[src/hdl/utf8d_pkg.sv]
// Shared types and constants for the UTF-8 stream decoder.
// Used by utf8d_decode, utf8d_emit and utf8_stream_decoder.
package utf8d_pkg;

    localparam int CP_W       = 21;
    localparam int BYTE_W     = 8;
    localparam int CP_TDATA_W = 24;

    localparam logic [CP_W-1:0] REPL_CP = 21'h00FFFD;

    // Results caused by one input byte: up to three replacements for a broken
    // sequence, followed by at most one final result.
    typedef struct packed {
        logic [1:0]      rep_cnt;
        logic            has_final;
        logic [CP_W-1:0] final_cp;
        logic            final_rep;
    } burst_t;

endpackage

[src/hdl/utf8d_decode.sv]
// Sequence tracker of the UTF-8 stream decoder: holds the open sequence and
// turns each accepted byte into a burst of results. Depends on utf8d_pkg.
module utf8d_decode (
    input  logic                            aclk,
    input  logic                            aresetn,
    input  logic                            accept,
    input  logic [utf8d_pkg::BYTE_W-1:0]    in_byte,
    output utf8d_pkg::burst_t               burst
);
    import utf8d_pkg::*;

    logic [1:0]      expected_reg, expected_next;
    logic [1:0]      taken_reg, taken_next;
    logic [CP_W-1:0] partial_reg, partial_next;

    logic            in_seq;
    logic            is_cont;
    logic [1:0]      taken_inc;
    logic [CP_W-1:0] shifted;

    always_ff @(posedge aclk) begin
        if (!aresetn) begin
            expected_reg <= 2'd0;
            taken_reg    <= 2'd0;
            partial_reg  <= '0;
        end else if (accept) begin
            expected_reg <= expected_next;
            taken_reg    <= taken_next;
            partial_reg  <= partial_next;
        end
    end

    always_comb begin
        in_seq    = (expected_reg != 2'd0);
        is_cont   = (in_byte[7:6] == 2'b10);
        taken_inc = taken_reg + 2'd1;
        shifted   = {partial_reg[CP_W-7:0], in_byte[5:0]};

        expected_next   = expected_reg;
        taken_next      = taken_reg;
        partial_next    = partial_reg;
        burst.rep_cnt   = 2'd0;
        burst.has_final = 1'b0;
        burst.final_cp  = '0;
        burst.final_rep = 1'b0;

        if (in_seq && is_cont) begin
            if (taken_inc >= expected_reg) begin
                burst.has_final = 1'b1;
                burst.final_cp  = shifted;
                expected_next   = 2'd0;
                taken_next      = 2'd0;
                partial_next    = '0;
            end else begin
                taken_next   = taken_inc;
                partial_next = shifted;
            end
        end else begin
            // A broken sequence flushes the lead and every continuation taken.
            if (in_seq) begin
                burst.rep_cnt = (taken_reg == 2'd3) ? 2'd3 : taken_inc;
            end
            expected_next = 2'd0;
            taken_next    = 2'd0;
            partial_next  = '0;

            if (in_byte == '0) begin
                burst.has_final = 1'b0;
            end else if (in_byte[7] == 1'b0) begin
                burst.has_final = 1'b1;
                burst.final_cp  = {{(CP_W-BYTE_W){1'b0}}, in_byte};
            end else if (in_byte[7:5] == 3'b110) begin
                expected_next = 2'd1;
                partial_next  = {{(CP_W-5){1'b0}}, in_byte[4:0]};
            end else if (in_byte[7:4] == 4'b1110) begin
                expected_next = 2'd2;
                partial_next  = {{(CP_W-4){1'b0}}, in_byte[3:0]};
            end else if (in_byte[7:3] == 5'b11110) begin
                expected_next = 2'd3;
                partial_next  = {{(CP_W-3){1'b0}}, in_byte[2:0]};
            end else begin
                burst.has_final = 1'b1;
                burst.final_cp  = REPL_CP;
                burst.final_rep = 1'b1;
            end
        end
    end

endmodule

[src/hdl/utf8d_emit.sv]
// Result sequencer of the UTF-8 stream decoder: holds one pending burst and
// the output register, and sends one result per transfer. Depends on utf8d_pkg.
module utf8d_emit (
    input  logic                            aclk,
    input  logic                            aresetn,
    input  logic                            load,
    input  utf8d_pkg::burst_t               burst_in,
    output logic                            take_ok,
    output logic                            out_valid,
    input  logic                            out_ready,
    output logic [utf8d_pkg::CP_W-1:0]      out_cp,
    output logic                            out_rep,
    output logic                            out_last
);
    import utf8d_pkg::*;

    burst_t          pend_reg, pend_next;
    logic            valid_reg, valid_next;
    logic [CP_W-1:0] cp_reg, cp_next;
    logic            rep_reg, rep_next;
    logic            last_reg, last_next;

    logic out_free;
    logic pend_empty;
    logic pend_one;

    always_ff @(posedge aclk) begin
        if (!aresetn) begin
            pend_reg  <= '0;
            valid_reg <= 1'b0;
            cp_reg    <= '0;
            rep_reg   <= 1'b0;
            last_reg  <= 1'b0;
        end else begin
            pend_reg  <= pend_next;
            valid_reg <= valid_next;
            cp_reg    <= cp_next;
            rep_reg   <= rep_next;
            last_reg  <= last_next;
        end
    end

    always_comb begin
        out_free   = !valid_reg || out_ready;
        pend_empty = (pend_reg.rep_cnt == 2'd0) && !pend_reg.has_final;
        pend_one   = ((pend_reg.rep_cnt == 2'd0) && pend_reg.has_final) ||
                     ((pend_reg.rep_cnt == 2'd1) && !pend_reg.has_final);
        // A new byte fits once the pending burst is gone or leaves this cycle.
        take_ok    = pend_empty || (pend_one && out_free);

        pend_next  = pend_reg;
        valid_next = valid_reg;
        cp_next    = cp_reg;
        rep_next   = rep_reg;
        last_next  = last_reg;

        if (out_free) begin
            valid_next = !pend_empty;
            if (pend_reg.rep_cnt != 2'd0) begin
                cp_next           = REPL_CP;
                rep_next          = 1'b1;
                last_next         = (pend_reg.rep_cnt == 2'd1) && !pend_reg.has_final;
                pend_next.rep_cnt = pend_reg.rep_cnt - 2'd1;
            end else if (pend_reg.has_final) begin
                cp_next             = pend_reg.final_cp;
                rep_next            = pend_reg.final_rep;
                last_next           = 1'b1;
                pend_next.has_final = 1'b0;
            end
        end

        if (load) begin
            pend_next = burst_in;
        end
    end

    assign out_valid = valid_reg;
    assign out_cp    = cp_reg;
    assign out_rep   = rep_reg;
    assign out_last  = last_reg;

endmodule

[src/hdl/utf8_stream_decoder.sv]
// UTF-8 stream decoder top level: sequence tracker plus result sequencer.
// Depends on utf8d_pkg, utf8d_decode and utf8d_emit.
//
// Usage:
//   The slave channel takes one raw string byte per transfer in s_tdata; a
//   zero byte ends the string and flushes any open sequence. The master
//   channel delivers decoded code points in m_tdata, with m_tuser set on a
//   U+FFFD that stands for an error and m_tlast on the final result caused
//   by an input byte. A byte yields zero to four results.
//   The burst of a byte passes through the pending register and then the
//   output register before m_tvalid rises. A byte that yields at most one
//   result is taken every cycle while the master side is ready; a byte that
//   yields n results holds s_tready low while the output register drains the
//   pending burst, one result per cycle while m_tready is high.
//   When the receiver stalls, the output register keeps its result and one
//   more byte's burst is taken into the pending register; once that burst
//   holds a result, s_tready drops until the master side moves again.
//   Reset clears the open sequence and drops any pending results.
module utf8_stream_decoder (
    input  logic        aclk,
    input  logic        aresetn,
    input  logic        s_tvalid,
    output logic        s_tready,
    input  logic [7:0]  s_tdata,   // [7:0] in_byte
    output logic        m_tvalid,
    input  logic        m_tready,
    output logic [23:0] m_tdata,   // [20:0] codepoint, [23:21] zero
    output logic [0:0]  m_tuser,   // [0] is_replacement
    output logic        m_tlast    // last_of_run
);
    import utf8d_pkg::*;

    logic            accept;
    burst_t          burst;
    logic [CP_W-1:0] cp;
    logic            rep;

    assign accept = s_tvalid && s_tready;

    utf8d_decode u_decode (
        .aclk    (aclk),
        .aresetn (aresetn),
        .accept  (accept),
        .in_byte (s_tdata),
        .burst   (burst)
    );

    utf8d_emit u_emit (
        .aclk      (aclk),
        .aresetn   (aresetn),
        .load      (accept),
        .burst_in  (burst),
        .take_ok   (s_tready),
        .out_valid (m_tvalid),
        .out_ready (m_tready),
        .out_cp    (cp),
        .out_rep   (rep),
        .out_last  (m_tlast)
    );

    assign m_tdata = {{(CP_TDATA_W-CP_W){1'b0}}, cp};
    assign m_tuser = rep;

`ifndef ASSERT_OFF
    a_repl_value: assert property (@(posedge aclk) disable iff (!aresetn)
        m_tvalid && m_tuser[0] |-> m_tdata[CP_W-1:0] == REPL_CP)
        else $error("replacement flag on a result that is not U+FFFD");

    a_run_blocks_input: assert property (@(posedge aclk) disable iff (!aresetn)
        m_tvalid && !m_tlast && !m_tready |-> !s_tready)
        else $error("input taken while a stalled run still has results pending");

    a_reset_clears: assert property (@(posedge aclk)
        !aresetn |=> !m_tvalid)
        else $error("result valid right after reset");
`endif

endmodule
[config.mk]
export PLATFORM = sky130hd
export DESIGN_NAME = utf8_stream_decoder
export DESIGN_NICKNAME = d
export VERILOG_FILES = /design/src/hdl/utf8d_pkg.sv /design/src/hdl/utf8d_decode.sv /design/src/hdl/utf8d_emit.sv /design/src/hdl/utf8_stream_decoder.sv
export SDC_FILE = /design/constraint.sdc
export NUM_CORES = 1
export LEC_CHECK = 0
export BUFFER_PORTS_ARGS = -buffer_cell sky130_fd_sc_hd__buf_2
export CAP_MARGIN = 40
export CORE_MARGIN = 2
export CORE_UTILIZATION = 60
export CTS_BUF_LIST = sky130_fd_sc_hd__clkbuf_4 sky130_fd_sc_hd__clkbuf_8
export CTS_CLUSTER_SIZE = 24
export DETAILED_ROUTE_END_ITERATION = 12
export GPL_TIMING_DRIVEN = 0
export PLACE_DENSITY = 0.83
export SLEW_MARGIN = 20
export SYNTH_ARGS = -nofsm -noshare
export SYNTH_HDL_FRONTEND = slang
export SYNTH_HIERARCHICAL = 1
export SYNTH_SLANG_ARGS = --single-unit
[constraint.sdc]
create_clock -name aclk -period 4.5 [get_ports aclk]
set_clock_uncertainty 0.15 [all_clocks]
set_input_delay 0.9 -clock aclk [delete_from_list [all_inputs] [get_ports aclk]]
set_output_delay 0.9 -clock aclk [all_outputs]
set_load 0.05 [all_outputs]
==> flow_metrics.py <==
metrics = {
    "sta": {
        "hold_violations": 0,
        "finalMaxSlewViolations": 0,
        "finalCritPeriodShare_pct": 68.60,
        "tns_ns": 0,
        "grt_setup_unrepaired": "false",
        "worst_slew_pin_slew_ns": 0.5912,
        "finalSetupViolCount": 0,
        "finalCriticalPeriod_ns": 3.087,
        "holdWs_ns": 0.3245,
        "maxSlewHeadroom_pct": 60.44,
        "max_freq_mhz": 323.9,
    },
    "synthesis": {
        "yosysMostFrequentCell": "dfxtp_1",
        "ys_top_cells_by_area": "dfxtp_1 (43%), mux2i_1 (11%), nor2_1 (5.0%)",
        "syn-cell-area_sq_um": 3137,
        "async_flop_share_pct": 0,
        "syn_inst": 336,
        "syn_area_per_cell_sq_um": 9.336,
        "yosysSeqAreaShare_pct": 43.40,
        "synth_edf_count": 0,
        "synth.top_cell.area_share_pct": 43.40,
        "yosysTopAreaCell": "dfxtp_1",
        "yosysUniqueCellTypes": 45,
        "ys_warn_count": 6,
        "synth_top_flop_cell": "dfxtp_1",
        "ys_ff_latch": 68,
        "yosys-top-cells-count": "dfxtp_1 (68), nor2_1 (42), mux2i_1 (33)",
    },
    "route": {
        "routedWlPerCell_um": 15.56,
        "drtIter0Drc": 217,
        "drtAntennaViolNets": 0,
        "vias_per_cell": 5.776,
        "drc": 0,
        "vias": 2651,
        "finalWirelength_um": 7144,
        "drtPass1Iterations": 4,
    },
    "finish": {
        "largest_reg_flops": 25,
        "fin_area_sq_um": 3607,
        "drive_gt1_share_pct": 22.37,
        "antenna_cells": 0,
        "area_growth_pct": 15.00,
        "nets": 404,
        "n_fill_cell": 420,
    },
    "global_route": {
        "grt_max_degree": 11,
        "antenna_found_initial": 0,
        "grt_pass1_vias": 2554,
        "grt_pass1_wl_um": 11990,
        "grt.total_usage_pct": 25.61,
        "gr-total-overflow": 0,
    },
    "cts": {
        "cts_tree": "yes",
        "htreeDepth": 3,
        "clk_path_buf_depth": 2,
        "clk_pin_slew_ns": 0.06,
        "cts_setup_buffers": 0,
        "postCtsResizedCells": 0,
        "ctsHoldBuffers": 0,
        "cts_inserted_buffers": 9,
        "cts_root_buffer": "clkbuf_8",
        "insertion_delay_ns": 0.33,
        "numClockSinks": 68,
    },
    "placement": {
        "dpl_cell_area_sq_um": 3412,
        "hpwl_um": 5076,
        "place_congestion": 0.9004,
        "port_buffers": 36,
    },
    "floorplan": {
        "dieArea_sq_um": 5822,
        "io_pins": 40,
        "rows": 26,
        "start_util_pct": 61.81,
        "fp.dieW_um": 76.31,
        "coreArea_sq_um": 5075,
        "die_h_um": 76.31,
    },
    "run": {
        "cap_viol_max_count": 0,
    },
    "min_path": {
        "hold_start": "u_emit/out_cp[20]",
        "hold_end": "u_emit/out_cp[20]",
        "min_path_cells": 2,
        "worstHoldPathType": "register to register",
    },
    "worst_setup_path": {
        "path_buf_inv": 4,
        "r2r-start": "u_emit/pend_reg[23]",
        "arrival_ns": 2.04,
        "cp-end-kind": "primary output",
        "startpoint_type": "input pin",
        "crit_top_cell": "buf_2",
        "max_stage_delay_ns": 0.31,
        "rrSetupSlack_ns": 1.57,
        "ff2ff_path_depth": 11,
        "required_ns": 3.45,
        "critical-path-slowest-cell": "buf_2",
        "worst-setup-path-type": "input pin to primary output",
        "worst-path-max-fanout": 10,
        "rr_endpoint": "u_decode/partial_reg[9]",
        "worstPathCellList": "buf_2 -> nand2b_4 -> buf_6 -> buf_4 -> a21oi_1 -> o22ai_1 -> buf_2",
        "critPathTopFamily": "buffers and inverters",
    },
    "power": {
        "p_leak_uw": 0.001601,
        "pwr_density_cell_nw_per_um2": 472.1,
        "vdd_drop_max_uv": 346.3,
    },
    "run_status": {
        "status": "finished, final reports clean",
    },
}
[through the flow]
| step | power [uW] | util (%) | std cells | setup slack [ns] |
|---|---|---|---|---|
| after floorplan | 1105 | - | 338 | 0.9619 |
| after global placement | 1199 | 67.23 | 444 | 1.224 |
| after detailed placement | 1212 | 67.23 | 444 | 1.174 |
| after CTS | 1709 | 71.08 | 459 | 1.436 |
| after global routing | 1788 | 71.08 | 459 | 1.316 |
| final | 1703 | 71.08 | 459 | 1.413 |
[layout by cell type, fill, tap and decap left out, drive strengths merged, types with 4 or more instances in the layout]
master,netlist,layout
nor4,16,16
a32o,4,4
nor2,42,42
o21a,5,5
a21o,10,10
inv,12,12
mux2i,33,33
nor3,18,18
a21oi,30,30
ha,7,7
nand2b,4,4
o21ai,13,13
nand4,6,6
clkbuf,5,18
dfxtp,68,68
buf,23,59
and3,8,8
[per-layer routing]
layer	track usage (%)	part of all wire [%]
met3	5.569	5.9
met1	32.85	45
met5	0	0
met2	42.48	47
met4	9.455	1.8
[area by class of cell]
class	count	area, sq um	share of cell area (%)
multi-input cells	230	1538	42.63
well taps	70	87.58	2.428
plain buffers	28	200.2	5.550
repair buffers	36	180.2	4.995
clock inverters	2	35.03	0.9712
inverters	12	45.04	1.249
clock buffers	13	160.2	4.440
flip-flops and latches	68	1361	37.74
[worst max path at each step]
stage	cells after the start	to	startpoint	slack, ns
after floorplan	11	u_decode/partial_reg[10]	m_tready	0.96
after global placement	12	u_decode/partial_reg[9]	m_tready	1.22
after detailed placement	12	u_decode/partial_reg[9]	m_tready	1.17
after CTS	7	s_tready	m_tready	1.44
after global routing	12	u_decode/partial_reg[9]	m_tready	1.32
final	7	s_tready	m_tready	1.41
[logic make-up (layout without fill, tap and decap cells)]
group                      Yosys count  in the layout  share of synthesized area, %
adders and majority gates            7              7                         2.792
other                                1              3                        0.1196
muxes                               34             34                         10.89
DFF                                 68             68                         43.40
and+or+nand+nor                    111            111                         18.59
buffers and inverters               40             91                         7.818
xor gates and xnor gates             1              1                        0.2793
AOI/OAI and AO/OA                   74             74                         16.12
[report_power, final]
group	total, uW	internal (uW)	leakage, uW	switching [uW]
clock	496	286	0.000104	210
sequential	694	661	0.000556	33.3
combinational	513	171	0.000941	343
total	1700	1120	0.00160	586
[worst register-to-register path: stages, from the launching register on]
cell	delay, ns
dfxtp_1	0.33
inv_1	0.10
ha_1	0.27
inv_2	0.05
clkbuf_1	0.25
o22ai_1	0.30
and2_1	0.19
clkbuf_1	0.40
inv_1	0.17
o21ai_2	0.27
buf_2	0.26
nor2_1	0.08
Power figures use the tool's default switching activity.
